File: src/rtl/gcv_ram.sv
// gcv_ram: generic single write port ram with registered read
// no dependencies
`timescale 1ns / 1ps

module gcv_ram #(
  parameter int Width = 8,
  parameter int Depth = 16,
  localparam int AddrW = (Depth > 1) ? $clog2(Depth) : 1
) (
  input  logic                 clk_i,
  input  logic                 we_i,
  input  logic [AddrW-1:0]     waddr_i,
  input  logic [Width-1:0]     wdata_i,
  input  logic [AddrW-1:0]     raddr_i,
  output logic [Width-1:0]     rdata_o
);

  logic [Width-1:0] mem_q [Depth];
  logic [Width-1:0] rdata_q;

  always_ff @(posedge clk_i) begin
    if (we_i) begin
      mem_q[waddr_i] <= wdata_i;
    end
    rdata_q <= mem_q[raddr_i];
  end

  assign rdata_o = rdata_q;

endmodule

File: config.mk
export PLATFORM = sky130hd
export DESIGN_NAME = gcv_ram
export DESIGN_NICKNAME = d
export VERILOG_FILES = /design/src/rtl/gcv_ram.sv
export SDC_FILE = /design/constraint.sdc
export NUM_CORES = 1
export LEC_CHECK = 0
export ABC_AREA = 1
export ABC_CLOCK_PERIOD_IN_PS = 2200
export BUFFER_PORTS_ARGS = -buffer_cell sky130_fd_sc_hd__buf_4
export CAP_MARGIN = 20
export CORE_MARGIN = 4
export CORE_UTILIZATION = 30
export CTS_BUF_LIST = sky130_fd_sc_hd__clkbuf_4 sky130_fd_sc_hd__clkbuf_8
export DETAILED_ROUTE_END_ITERATION = 8
export GPL_ROUTABILITY_DRIVEN = 0
export PLACE_DENSITY = 0.55
export SLEW_MARGIN = 20
export SYNTH_ARGS = -nofsm -noshare
export SYNTH_HDL_FRONTEND = slang
export SYNTH_SLANG_ARGS = --single-unit
File: constraint.sdc
create_clock -name clk_i -period 2.2 [get_ports clk_i]
set_clock_uncertainty 0.05 [all_clocks]
set_input_delay 0.11 -clock clk_i [delete_from_list [all_inputs] [get_ports clk_i]]
set_output_delay 0.11 -clock clk_i [all_outputs]
set_load 0.05 [all_outputs]
# Word-level counts from Yosys, hierarchy flattened
# Memories as Yosys holds them, arrays and structs flattened. A register that Yosys moved wholly into a read port is not among the register bits.
# Index checks and enable logic that the tools add are counted.
dict set report totals {
  reg_bits 0
  latchBits 0
  ramBits 128
  mem_bits_ro 0
  mem_count 1
}
dict set report op_classes {
  n_addsub 0
  mul 0
  div 0
  n_lt_le_gt_ge 0
  n_eq_ne 0
  shifts 0
  n_mux 2
  bitwise 0
  n_reduce_logical 0
}
# memory depth width read_ports rd_ports_with_merged_regs wr line_no
set memory_table {}
lappend memory_table {mem_q 16 8 1 1 1 18} ;# logic [Width-1:0] mem_q [Depth];
# cell n
set op_table {}
lappend op_table {{2-to-1 mux 1 bit} 2}

# Depth between registers and ports, before layout
dict set report depth {
  depth_word 2
  mapped_depth 8
  ltp_nobuf 7
}

# Worst setup path before layout
# OpenSTA, ideal clock, no wires.
dict set report synth_path {
  path_kind {input -> register}
  from {in waddr_i[2]}
  to {mem mem_q[10][0] (enable)}
  setup_ns 0.370
  arrival_ns 0.691
  required_ns 1.780
  slack_ns 1.089
  path_stages 2
  path_buffers 0
  path_cell_list {nand3b_1 > nor2_1}
}
# item line_no
set synth_lines {}
lappend synth_lines {{start: declaration} 12} ;# input logic [AddrW-1:0] waddr_i,
lappend synth_lines {{end: declaration} 18}
# No word-level cell before the write port.

# Final worst setup path
dict set report layout_path {
  from {reg rdata_q[1], in the netlist rdata_o[1], read port of mem_q}
  to {out rdata_o[1]}
}
# item line_no
set layout_lines {}
lappend layout_lines {{start: declaration} 19} ;# logic [Width-1:0] rdata_q;
lappend layout_lines {{end: declaration} 15} ;# output logic [Width-1:0] rdata_o
# No word-level cell between the ends.

==> results.sh <==
export IMPL_path_cells="buf_4"
export IMPL_min_path_type="primary input to flop"
export IMPL_rrSetupSlack_ns=1.05
export IMPL_finalSetupViolCount=0
export IMPL_dr_pass1_iters=5
export IMPL_hold_path_depth=1
export IMPL_start_util=0.306
export IMPL_ys_ff_latch=136
export IMPL_fmax_ghz=0.820
export IMPL_yosysTopAreaCellShare=0.667
export IMPL_io_buffer_count=25
export IMPL_synth_avg_cell_area_um2=10.5
export IMPL_crit_arrival_ns=1.06
export IMPL_drtIter0Drc=225
export IMPL_ir_worst_vdd_uv=387
export IMPL_dieWidth_um=147
export IMPL_wl_per_cell_um=16.0
export IMPL_root_buffer="clkbuf_8"
export IMPL_synth_net_count=569
export IMPL_grt_pass1_wl_um=21200
export IMPL_ys_types=12
export IMPL_cts_resized=0
export IMPL_min_to="mem_q[13][6]"
export IMPL_r2r_end="rdata_o[7]"
export IMPL_wl_um=13700
export IMPL_dp_hpwl_um=8770
export IMPL_antenna_found_initial=0
export IMPL_final_common_cell="nand2_1"
export IMPL_p_leak_nw=2.81
export IMPL_cts_buffers=17
export IMPL_clkLatencyLatePin_ns=0.42
export IMPL_grt_overflow_total=0
export IMPL_critical_path_top_delay_family="flip-flops"
export IMPL_synthMuxAreaShare=0
export IMPL_drive_above_1_share=0.107
export IMPL_slowest_delay_ns=0.40
export IMPL_r2r_cells=6
export IMPL_synth_fa_ha_area_frac=0
export IMPL_die_h_um=147
export IMPL_cts_tree="done"
export IMPL_antenna_cells=0
export IMPL_yosysWarnings=0
export IMPL_slew_headroom=0.393
export IMPL_synth_area_top_cells="edfxtp_1 67%, nand2_1 11%, nand3_1 8.4%"
export IMPL_finalSetupTns_ns=0
export IMPL_yosysTopAreaCell="edfxtp_1"
export IMPL_die_area_um2=21500
export IMPL_cp_start_kind="flop"
export IMPL_pre_cts_slack_ns=0.605
export IMPL_status="complete, no violations"
export IMPL_synthSimpleGateAreaFrac=0.210
export IMPL_cp_slowest_cell="dfxtp_1"
export IMPL_drcViolationCount=0
export IMPL_post_route_period_util=0.554
export IMPL_grt_pass1_vias=3694
export IMPL_critPathBufInv=1
export IMPL_ioPinCount=26
export IMPL_drv_cap=0
export IMPL_synth_xor_xnor_area_share=0
export IMPL_rr_startpoint="mem_q[3][7]"
export IMPL_synth_compound_area_share=0
export IMPL_cts_htree_levels=4
export IMPL_postCtsSetupRepairBufs=0
export IMPL_clk_pin_slew_ns=0.07
export IMPL_period_needed_ns=1.22
export IMPL_synth_top_family_by_area="simple AND/OR/NAND/NOR gates"
export IMPL_finalNetCount=602
export IMPL_fp_coreArea_um2=18800
export IMPL_cts_hold_buf=5
export IMPL_cts_sink_count=136
export IMPL_cp_max_fo=1
export IMPL_vias=3801
export IMPL_fin_util=0.353
export IMPL_final_cell_mix="173 x nand2_1, 128 x edfxtp_1, 100 x inv_1, 97 x nand3_1, 32 x buf_4"
export IMPL_crit_type="flop to output pin"
export IMPL_holdCritStartpoint="wdata_i[6]"
export IMPL_hold_viol=0
export IMPL_cts_max_path_buffers=2
export IMPL_worst_path_stages=1
export IMPL_grt_util_all_layers=0.130
export IMPL_syn2layout_area_growth_pct=15.4
export IMPL_drv_slew=0
export IMPL_powerDensity_nw_per_um2=831
export IMPL_vias_per_cell=4.44
export IMPL_grt_max_degree=65
export IMPL_fin_ws_ns=0.981
export IMPL_critical_path_required_ns=2.04
export IMPL_ant_nets=0
export IMPL_syn_area_um2=5770
export IMPL_grt_setup_unrepaired="no"
export IMPL_endpoint_kind="output pin"
export IMPL_ys_seq_area_frac=0.694
export IMPL_core_rowCount=50
export IMPL_worstMarginPinSlew_ns=0.907
export IMPL_syn_inst=551
-- Yosys cell counts, drive strengths merged --
library cell	instances
nand2	173
edfxtp	128
inv	102
nand3	97
buf	24
nor2	17
dfxtp	8
nand3b	2
-- layer usage --
metal	share of wire	global-route usage
met2	0.48	0.213
met1	0.44	0.174
met4	0.013	0.0405
met5	0	0
met3	0.058	0.0279
-- cell type report --
cell class              instances  area [µm²]
clock buffers                  19         249
multi-input cells             289        1210
fillers                      1884       12200
inverters                     102         383
flip-flops and latches        136        4000
clock inverters                13         179
well taps                     260         325
repair buffers                 38         300
-- cell families (layout without fill, tap and decap cells) --
logic type,Yosys count,after routing
buf+inv,126,172
simple gates,289,289
flops,136,136
-- power by group --
part	switching [W]	internal (W)	total (W)
Clock	0.000935	0.00125	0.00219
Combinational	0.000306	0.000121	0.000427
Sequential	0.0000223	0.00289	0.00292
-- flip-flops by register name (all words and copies together), names as in the netlist --
signal   count
mem_q      128
rdata_o      8
-- worst max path at each step --
stage / slack, ns / from / end
final: 0.98 / rdata_o[1] / rdata_o[1]
after global routing: 0.94 / rdata_o[1] / rdata_o[1]
after CTS: 0.94 / rdata_o[1] / rdata_o[1]
after detailed placement: 0.60 / waddr_i[3] / mem_q[4][6]
after global placement: 0.63 / waddr_i[3] / mem_q[4][6]
after floorplan: 1.09 / waddr_i[2] / mem_q[10][0]
-- per-stage QoR --
step	hold WS [ns]	total power [W]	instances	instance area (µm²)
after CTS	0.00286	0.00557	856	6640
after detailed placement	0.394	0.00340	819	6170
after floorplan	0.159	0.00323	551	5770
after global routing	0.00595	0.00575	857	6650
after global placement	0.389	0.00340	819	6170
final	0.0267	0.00553	857	6650
No activity file was read; power rests on OpenSTA's default activity.
