`config.mk`:
```
export PLATFORM = sky130hd
export DESIGN_NAME = gcv_rem
export DESIGN_NICKNAME = d
export VERILOG_FILES = /design/src/rtl/gcv_pkg.sv /design/src/rtl/gcv_rem.sv
export SDC_FILE = /design/constraint.sdc
export NUM_CORES = 1
export LEC_CHECK = 0
export BUFFER_PORTS_ARGS = -buffer_cell sky130_fd_sc_hd__buf_2
export CAP_MARGIN = 10
export CORE_MARGIN = 10
export CORE_UTILIZATION = 51
export CTS_BUF_LIST = sky130_fd_sc_hd__clkbuf_8
export DETAILED_ROUTE_END_ITERATION = 8
export PLACE_DENSITY = 0.78
export SETUP_SLACK_MARGIN = 0.05
export SLEW_MARGIN = 20
export SYNTH_ARGS = -nofsm -noshare
export SYNTH_HDL_FRONTEND = slang
export SYNTH_SLANG_ARGS = --single-unit
```
`constraint.sdc`:
```
create_clock -name clk_i -period 2.3 [get_ports clk_i]
set_input_delay 0.23 -clock clk_i [delete_from_list [all_inputs] [get_ports clk_i]]
set_output_delay 0.23 -clock clk_i [all_outputs]
set_load 0.01 [all_outputs]
```
`src/rtl/gcv_pkg.sv`:
```
// gcv_pkg: shared types and codes for the flash gc victim selector and clean pool
// used by gcv_rem and flash_gc_victim_and_free_pool_top
// no dependencies
`timescale 1ns / 1ps

package gcv_pkg;

  localparam int RND_W     = 16;
  localparam int MODE_W    = 2;
  localparam int STATUS_W  = 2;
  localparam int CFG_IDX_W = 1;

  typedef enum logic [MODE_W-1:0] {
    MODE_WRITE   = 2'd0,
    MODE_RECLAIM = 2'd1,
    MODE_TAKE    = 2'd2,
    MODE_RSVD    = 2'd3
  } mode_e;

  typedef enum logic [STATUS_W-1:0] {
    ST_OK         = 2'd0,
    ST_NO_SPACE   = 2'd1,
    ST_POOL_FULL  = 2'd2,
    ST_POOL_EMPTY = 2'd3
  } status_e;

  localparam logic [CFG_IDX_W-1:0] CFG_PAGES_PER_BLOCK = 1'b0;
  localparam logic [CFG_IDX_W-1:0] CFG_REGION_EXCLUDE  = 1'b1;

  typedef enum logic [2:0] {
    S_CLEAR,
    S_IDLE,
    S_TAKE,
    S_SCAN1,
    S_EVAL,
    S_DIV,
    S_SCAN2,
    S_DONE
  } state_e;

  typedef struct packed {
    logic busy;
    logic done;
  } rem_stat_t;

endpackage

```
`src/rtl/gcv_rem.sv`:
```
// gcv_rem: bit-serial restoring remainder, one dividend bit per cycle
// depends on gcv_pkg
`timescale 1ns / 1ps

module gcv_rem #(
  parameter int DivW = 11
) (
  input  logic                        clk_i,
  input  logic                        rst_ni,
  input  logic                        start_i,
  input  logic [gcv_pkg::RND_W-1:0]   dividend_i,
  input  logic [DivW-1:0]             divisor_i,
  output logic [DivW-1:0]             rem_o,
  output gcv_pkg::rem_stat_t          stat_o
);

  localparam int CntW = $clog2(gcv_pkg::RND_W);

  logic                      busy_q, busy_d;
  logic                      done_q, done_d;
  logic [CntW-1:0]           cnt_q, cnt_d;
  logic [gcv_pkg::RND_W-1:0] dvd_q, dvd_d;
  logic [DivW-1:0]           r_q, r_d;
  logic [DivW:0]             trial;

  always_comb begin
    busy_d = busy_q;
    done_d = 1'b0;
    cnt_d  = cnt_q;
    dvd_d  = dvd_q;
    r_d    = r_q;
    trial  = {r_q, dvd_q[gcv_pkg::RND_W-1]};
    if (start_i) begin
      busy_d = 1'b1;
      cnt_d  = CntW'(gcv_pkg::RND_W - 1);
      dvd_d  = dividend_i;
      r_d    = '0;
    end else if (busy_q) begin
      // remainder stays below the divisor, so it fits back in DivW bits
      if (trial >= {1'b0, divisor_i}) begin
        r_d = DivW'(trial - {1'b0, divisor_i});
      end else begin
        r_d = trial[DivW-1:0];
      end
      dvd_d = {dvd_q[gcv_pkg::RND_W-2:0], 1'b0};
      if (cnt_q == '0) begin
        busy_d = 1'b0;
        done_d = 1'b1;
      end else begin
        cnt_d = cnt_q - 1'b1;
      end
    end
  end

  always_ff @(posedge clk_i or negedge rst_ni) begin
    if (!rst_ni) begin
      busy_q <= 1'b0;
      done_q <= 1'b0;
    end else begin
      busy_q <= busy_d;
      done_q <= done_d;
    end
  end

  always_ff @(posedge clk_i) begin
    cnt_q <= cnt_d;
    dvd_q <= dvd_d;
    r_q   <= r_d;
  end

  assign rem_o       = r_q;
  assign stat_o.busy = busy_q;
  assign stat_o.done = done_q;

endmodule

```
* Yosys cells after proc, flatten, opt, wreduce, memory -nomap -nowiden
Index checks and enable logic that the tools add are counted.
** Word-level totals
- Bits of input ports :: 30
- Bits in registers :: 33
** Cells by class
- Mux-type cells :: 9
- Reduce and logical (&&, ||, !) cells :: 3
- Bitwise gates (word level) :: 1
- Magnitude comparators :: 1
- Add/subtract/negate cells :: 2
** Operator list (count)
- $mux 16 :: 2
- $ge 12x11->1 :: 1
- $mux 11 :: 1
- $sub 11x11->11 :: 1
- $mux 1 :: 6
- $logic_not 4->1 :: 1
- $sub 4x1->4 const B :: 1
- $reduce_and 2->1 :: 1
- $reduce_bool 2->1 :: 1
- $not 1->1 :: 1

* Logic depth before layout (Yosys ltp)
Gate-level depths: netlist (run 1).
- Depth in word-level cells :: 4
- Mapped depth :: 10

* Least setup slack after synthesis (run 1)
Ideal clock, no wire load.
- Path type :: register to register
- Start point :: reg dvd_q[15] in the netlist's numbering
- End point :: reg r_q[10], in the netlist rem_o[10]
- Setup time :: 0.120 ns
- Period minus slack after synthesis :: 2.346 ns
- Required time :: 2.180 ns
- Arrival time :: 2.226 ns
- Path slack :: -0.046 ns
- Buffers on the path :: 1
- Cell stages (with the launch flop) :: 11
- Cells stage by stage :: edfxtp_1 > inv_1 > ha_1 > fa_1 > nand2b_1 > o2bb2ai_1 > a2111oi_2 > or3_4 > buf_6 > nor3_1 > a211o_1
** Between the ends
- Word-level cells in the longest chain between the ends :: 2
- Elaborated cells between the ends (all ways) :: 3
- Those cells by class :: add/sub: 1; order compare: 1; mux: 1
** Ends and longest elaborated chain
- from (decl) :: line gcv_rem.sv:22 : logic [gcv_pkg::RND_W-1:0] dvd_q, dvd_d;
- from (signal assigned) :: line gcv_rem.sv:67 : dvd_q <= dvd_d;
- $sub 11x11->11 or $ge 12x11->1 (tied branches) :: line gcv_rem.sv:41, gcv_rem.sv:40
- $mux 11 (*) :: line gcv_rem.sv:40 : if (trial >= {1'b0, divisor_i}) begin
- to (signal assigned) :: line gcv_rem.sv:68 : r_q <= r_d;
- to (decl) :: line gcv_rem.sv:23 : logic [DivW-1:0] r_q, r_d;
Mark *: on every way between the ends. The rest lies on a longest branch, timed or not.
A chain may end at the register's enable or synchronous reset.

* Worst setup path in the final report (run 1)
- Start point :: reg dvd_q[15] in the netlist's numbering
- End point :: reg r_q[0], in the netlist rem_o[0]
Same word-level chain as after synthesis.

==> metrics.md, run 1 <==
| Metric | Value |
|---|---|
| Status | completed |
| DR vias/cell | about 5.4 |
| Flops & latches, synth | 33 |
| Worst Skew | between 5 and 6 ps |
| Hold Path Depth | 2 |
| CP delay by family, top | compound AO/OA/AOI/OAI gates |
| Commonest cells after routing, fill and taps aside | buf_2, buf_4, inv_1, mux2_2, edfxtp_1 |
| Filler cells | approximately 310 |
| Crit path time final | 2300 ps |
| Later-pin clock latency in the skew report | roughly 280 ps |
| Multi-input logic area | about 0.0011 mm2 |
| I/O Pins | 43 |
| Ant. Diodes | 0 |
| Die Span Y | approximately 83 um |
| Clock sink count | 33 |
| CP max-delay cell | edfxtp_1 |
| CP peak stage delay | ~340 ps |
| FMAX | around 0.44 GHz |
| First-pass GRT wire length | between 7 and 8 mm |
| Max-cap violations | 0 |
| Pleak | about 1.2 nW |
| Syn-to-layout area delta | 27.1% |
| Die X | around 83 um |
| Initial antenna violation count | 0 |
| Ys flop type | edfxtp_1 |
| Core ar. | 0.00374 mm2 |
| Mean area per synthesized cell | ~10 um2 |
| Row Count | 22 |
| Root buf cell | clkbuf_8 |
| H-tree depth | 2 |
| Post-synth EDFFs | 16 |
| Synth cell types | 48 |
| GRT Util Overall | 12.9% |
| Routability cong. | 0.849 |
| Commonest non-fill, non-tap cell in the layout | buf_2 |
| Drt wl/cell | about 15 um |
| Total routed wirelength | approximately 4.5 mm |
| Via count | 1,652 |
| Final-report hold violation count | 0 |
| Buffers on Ports | 42 |
| Post-Synthesis Cells | roughly 190 |
| Max-slew violations | 0 |
| Setup violators final | 0 |
| Die ar. | between 0.006 and 0.007 mm2 |
| Hold Crit Start | dividend_i[0] |
| DRT Pass-1 Iters | 4 |
| Worst reg-to-reg setup slack | approximately 2.9 ps |
| Ys Warns | 0 |
| Stages on worst setup path | 9 |
| Largest net degree at the start of global routing | 32 |
| Fin util | 68.4% |
| Worst Tran Pin Value | between 600 and 700 ps |
| Reg area | 832 um2 |
| Layout cells sized above 1 | between 30% and 40% |
| Maximum clock path buffer count | 2 |
| GRT Residual Overflow | 0 |
| CP max FO | 7 |
| Detail Route Antenna Nets | 0 |
| R2R depth | 9 |
| Fin crit share | ~100% |
| Crit path buffers/inverters | 1 |
| Worst r2r src | dvd_q[15] |
| Hold path endpoint | dvd_q[0] |
| CTS tree | yes |
| Type of the tightest min-delay check | input pin to register |
| Worst hold slack | approximately 230 ps |
| Synthesized net count | 237 |
| Worst Setup End Kind | register |
| DRC Markers | 0 |
| Number of global-route vias before repair | between 1,500 and 2,000 |
| Inserted Clock Buffers | 5 |
| CP required | 2510 ps |
| P per Cell Area | around 1000 mW/mm2 |
| Max_slew headroom | 58.8% |
| Critical-path cell list | inv_2, ha_4, fa_2, nand2b_4, o2bb2ai_4, a2111oi_4, or3_4, mux2_4, a211oi_2 |
| Worst-path clk slew | 60 ps |
| Initial drt markers | 67 |
| DP Wirelength | roughly 3.3 mm |
| Initial core utilization | 53.8% |
| Critical Path AT | roughly 2500 ps |
| RSZ-0062 raised after global routing | true |
| Setup CP Type | register to register |
| Synthesized area | 0.00201 mm2 |
| Synth async-reset ratio | between 6 and 7% |
| Reg2reg end | rem_o[0] |
| Max IR drop VDD | between 400 and 500 uV |
| Sequential share of the synthesized area | between 40% and 50% |
| CP Launch Type | register |
| Nets@finish | between 200 and 300 |
-- logic make-up (layout without fill, tap and decap cells) --
family	Yosys count	in the layout	synth area share (%)
buffers and inverters	27	89	6.15
xor gates and xnor gates	9	9	3.91
DFF	33	33	41.2
muxes	24	24	13.2
AOI/OAI and AO/OA	34	34	13.1
adders and majority gates	13	13	8.45
and+or+nand+nor	54	54	14.0
-- state kept, by name, indices dropped and copies added (netlist names) --
name	count
busy_q	1
rem_o	11
cnt_q	4
done_q	1
dvd_q	16
-- area by class of cell --
cell class	count	area share [%]
well taps	48	2.34
multi-input cells	134	43.8
clock buffers	5	2.69
flip-flops and latches	33	32.5
inverters	17	2.49
repair buffers	64	14.8
clock inverters	3	1.47
-- layer usage --
layer  track usage, %  share of wire, %  vias to the layer above
li1                 -                 -                      820
met1             14.6                42                      777
met2             20.0                48                       40
met3             5.86               7.0                       15
met4             6.15               2.7                        0
met5                0                 0                        -
-- report_power, final --
group          switching, mW  internal (mW)
registers             0.0778          0.729
logic                  0.650          0.712
clock network          0.205          0.315
total                  0.932           1.76
-- synth_stat cells, drive strengths merged, types with 3 or more instances --
cell type / instances / area share (%)
edfxtp: 16 / 24
a21oi: 6 / 1.5
a211oi: 8 / 3.7
dfxtp: 15 / 15
o21ai: 4 / 0.99
ha: 12 / 7.5
nor3: 4 / 0.99
nor2b: 3 / 0.93
nand2b: 5 / 1.6
mux2: 17 / 9.7
clkbuf: 5 / 0.93
nand2: 11 / 2.0
buf: 5 / 2.0
nor3b: 3 / 1.1
a211o: 4 / 1.7
xnor2: 7 / 3.0
inv: 17 / 3.2
nor2: 15 / 2.8
mux2i: 7 / 3.5
-- timing repair --
action	in CTS	in global routing
hold endpoints to repair	2	0
hold buffers	1	0
pin swaps	4	2
setup buffers	2	0
endpoints found under the setup margin	11	11
resized for setup	4	1
-- how the worst max path moves through the flow --
stage                    from        to  slack (ps)
floorplan           dvd_q[15]  rem_o[0]           6
finish              dvd_q[15]  rem_o[0]           3
detailed placement  dvd_q[15]  rem_o[8]        -140
global route        dvd_q[15]  rem_o[0]        -130
CTS                 dvd_q[15]  rem_o[0]          -9
global placement    dvd_q[15]  rem_o[8]        -110
-- per-stage QoR --
| stage | worst slack (ps) | power (mW) | cell area [um2] | setup TNS [ps] | cells |
|---|---|---|---|---|---|
| after global placement | -110 | 2.10 | 2410 | -446 | 293 |
| after detailed placement | -144 | 2.13 | 2410 | -970 | 293 |
| after floorplan | 5.85 | 1.71 | 2060 | 0 | 194 |
| after CTS | -9.16 | 2.71 | 2560 | -24.7 | 304 |
| after global routing | -133 | 2.88 | 2560 | -1030 | 304 |
| final | 2.88 | 2.69 | 2560 | 0 | 304 |
(Power assumes the default switching activity.)
==> run 2, diff against run 1 <==
--- a/config.mk
+++ b/config.mk
@@ -7,11 +7,13 @@
 export LEC_CHECK = 0
 export BUFFER_PORTS_ARGS = -buffer_cell sky130_fd_sc_hd__buf_2
 export CAP_MARGIN = 10
+export CELL_PAD_IN_SITES_DETAIL_PLACEMENT = 1
+export CELL_PAD_IN_SITES_GLOBAL_PLACEMENT = 2
 export CORE_MARGIN = 10
-export CORE_UTILIZATION = 51
+export CORE_UTILIZATION = 32
 export CTS_BUF_LIST = sky130_fd_sc_hd__clkbuf_8
 export DETAILED_ROUTE_END_ITERATION = 8
-export PLACE_DENSITY = 0.78
+export PLACE_DENSITY_LB_ADDON = 0.1
 export SETUP_SLACK_MARGIN = 0.05
 export SLEW_MARGIN = 20
 export SYNTH_ARGS = -nofsm -noshare
==> run 2 against run 1 <==
Compared with the run above:
- the flow now finishes with violations (negative setup slack)
- worst setup slack lost 21 ps
- critical path depth increased by 2
- final area up 4.0%
- register-to-register slack lost 20 ps
- fmax decreased by 0.90%
- sequential cell count unchanged
- global-route usage fell by 2.4 points
- sequential share of layout area decreased by 1.2 points
- count of clock-buffer cells in the layout did not move
- critical endpoint is now rem_o[7]
- largest power group unchanged
==> metrics.md, run 2 (synthesis gave the netlist of run 1 again) <==
| Metric | Value |
|---|---|
| CP Launch Type | register |
| FMAX | about 0.43 GHz |
| Worst Skew | 4.44 ps |
| Max_slew headroom | about 50% |
| Via count | roughly 1,600 |
| DR vias/cell | about 4.9 |
| Max-cap violations | 0 |
| Detail Route Antenna Nets | 0 |
| Worst-path clk slew | 70 ps |
| GRT Residual Overflow | 0 |
| Setup CP Type | register to register |
| Final std cells w/o fill | ~330 |
| Setup tns final | -17.9 ps |
| CP max FO | 4 |
| Initial drt markers | 53 |
| Clock sink count | 33 |
| Largest net degree at the start of global routing | 38 |
| Drt wl/cell | 15.8 um |
| Pleak | around 1.2 nW |
| Row Count | 28 |
| Final setup margin | -17.9 ps |
| Status | finished, violations left |
| Number of global-route vias before repair | around 1,800 |
| Failing checks | negative setup slack |
| Initial antenna violation count | 0 |
| Die X | 99.3 um |
| Placed Instances | approximately 320 |
| Commonest cells after routing, fill and taps aside | buf_2, buf_4, inv_1, mux2_2, edfxtp_1 |
| DRT Pass-1 Iters | 4 |
| GRT Util Overall | 10.5% |
| Max reg flops | 16 |
| Total routed wirelength | around 5.2 mm |
| Setup violators final | 1 |
| Syn-to-layout area delta | 32.2% |
| Critical Path AT | between 2000 and 2500 ps |
| H-tree depth | 2 |
| Ant. Diodes | 0 |
| Layout cells sized above 1 | between 40% and 50% |
| Core ar. | 0.00603 mm2 |
| CP required | about 2500 ps |
| RSZ-0062 raised after global routing | true |
| Fin crit share | 101% |
| DRC Markers | 0 |
| Worst Tran Pin Value | ~750 ps |
| Worst Setup End Kind | register |
| Type of the tightest min-delay check | input pin to register |
| Die Span Y | between 90 and 100 um |
| Commonest non-fill, non-tap cell in the layout | buf_2 |
| P per Cell Area | approximately 1100 mW/mm2 |
| Buffers on Ports | 42 |
| First-pass GRT wire length | 8.52 mm |
| Worst hold slack | 228 ps |
| Die ar. | roughly 0.0099 mm2 |
| I/O Pins | 43 |
| DP Wirelength | approximately 4.0 mm |
| CTS tree | yes |
| Routability cong. | 0.787 |
| Inserted Clock Buffers | 5 |
| Most flop-heavy register | dvd_q |
| Later-pin clock latency in the skew report | between 200 and 300 ps |
| Nets@finish | around 300 |
| DP Worst Slack | -126 ps |
| Final-report hold violation count | 0 |
| Max-slew violations | 0 |
| Maximum clock path buffer count | 2 |
| Crit path time final | 2320 ps |
| Initial core utilization | between 30% and 40% |
| Max IR drop VDD | around 450 uV |
| Root buf cell | clkbuf_8 |
-- run 2: changes by cell type in the layout (fill, tap and decap cells not counted), sizes merged --
cell      before  now
inv           18   17
clkinvlp       0    1
-- run 2: path summary, 6_finish.rpt --
kind                            slack (ps)  cells after the start        to           from
worst max register to register         -20                     11  rem_o[7]      dvd_q[15]
max in group asynchronous             1940                      2    done_q         rst_ni
worst max-delay path                   -20                     11  rem_o[7]      dvd_q[15]
min in group asynchronous              260                      2    busy_q         rst_ni
worst min-delay path                   230                      2  dvd_q[0]  dividend_i[0]
worst min register to register         500                      1  cnt_q[1]       cnt_q[1]
-- run 2: per-stage QoR --
step	utilization, %	power (mW)	area (um2)
after floorplan	-	1.71	2060
after global placement	40.6	2.14	2440
after detailed placement	40.6	2.16	2440
after CTS	42.9	2.74	2580
after global routing	44.2	3.03	2660
final	44.2	2.83	2660
-- run 2: power by group --
group          leakage (nW)  switching, mW  internal [mW]
Combinational         0.815          0.683          0.783
Sequential            0.318         0.0786          0.728
Clock                0.0543          0.232          0.324
-- run 2: critical path: stages, from the launching register on --
cell and delay [ps]:
edfxtp_1 380, inv_2 90, ha_4 130, fa_2 190, nand2b_4 130, o2bb2ai_4 130
a2111oi_4 90, or3_4 400, buf_12 150, buf_6 100, nor2b_4 110, a211o_1 300
-- run 2: what timing repair did --
action,4_1_cts,5_1_grt
setup endpoints to repair,11,11
endpoints found under the hold margin,2,0
pin swaps,7,10
gates resized for setup,2,10
buffers inserted,2,3
hold buffers,1,0
-- run 2: layout make-up --
type | count | area, um2
Clock inverter | 3 | 46.3
Sequential cell | 33 | 832
Tap cell | 75 | 93.8
Timing Repair Buffer | 64 | 407
Inverter | 17 | 63.8
Clock buffer | 5 | 68.8
Fill cell | 699 | 3360
Multi-Input combinational cell | 134 | 1150
-- run 2: per-layer routing --
layer	GRT usage, %	routed length (um)
met3	3.60	306
met1	11.3	2210
met2	18.5	2670
met4	3.64	47
met5	0	0
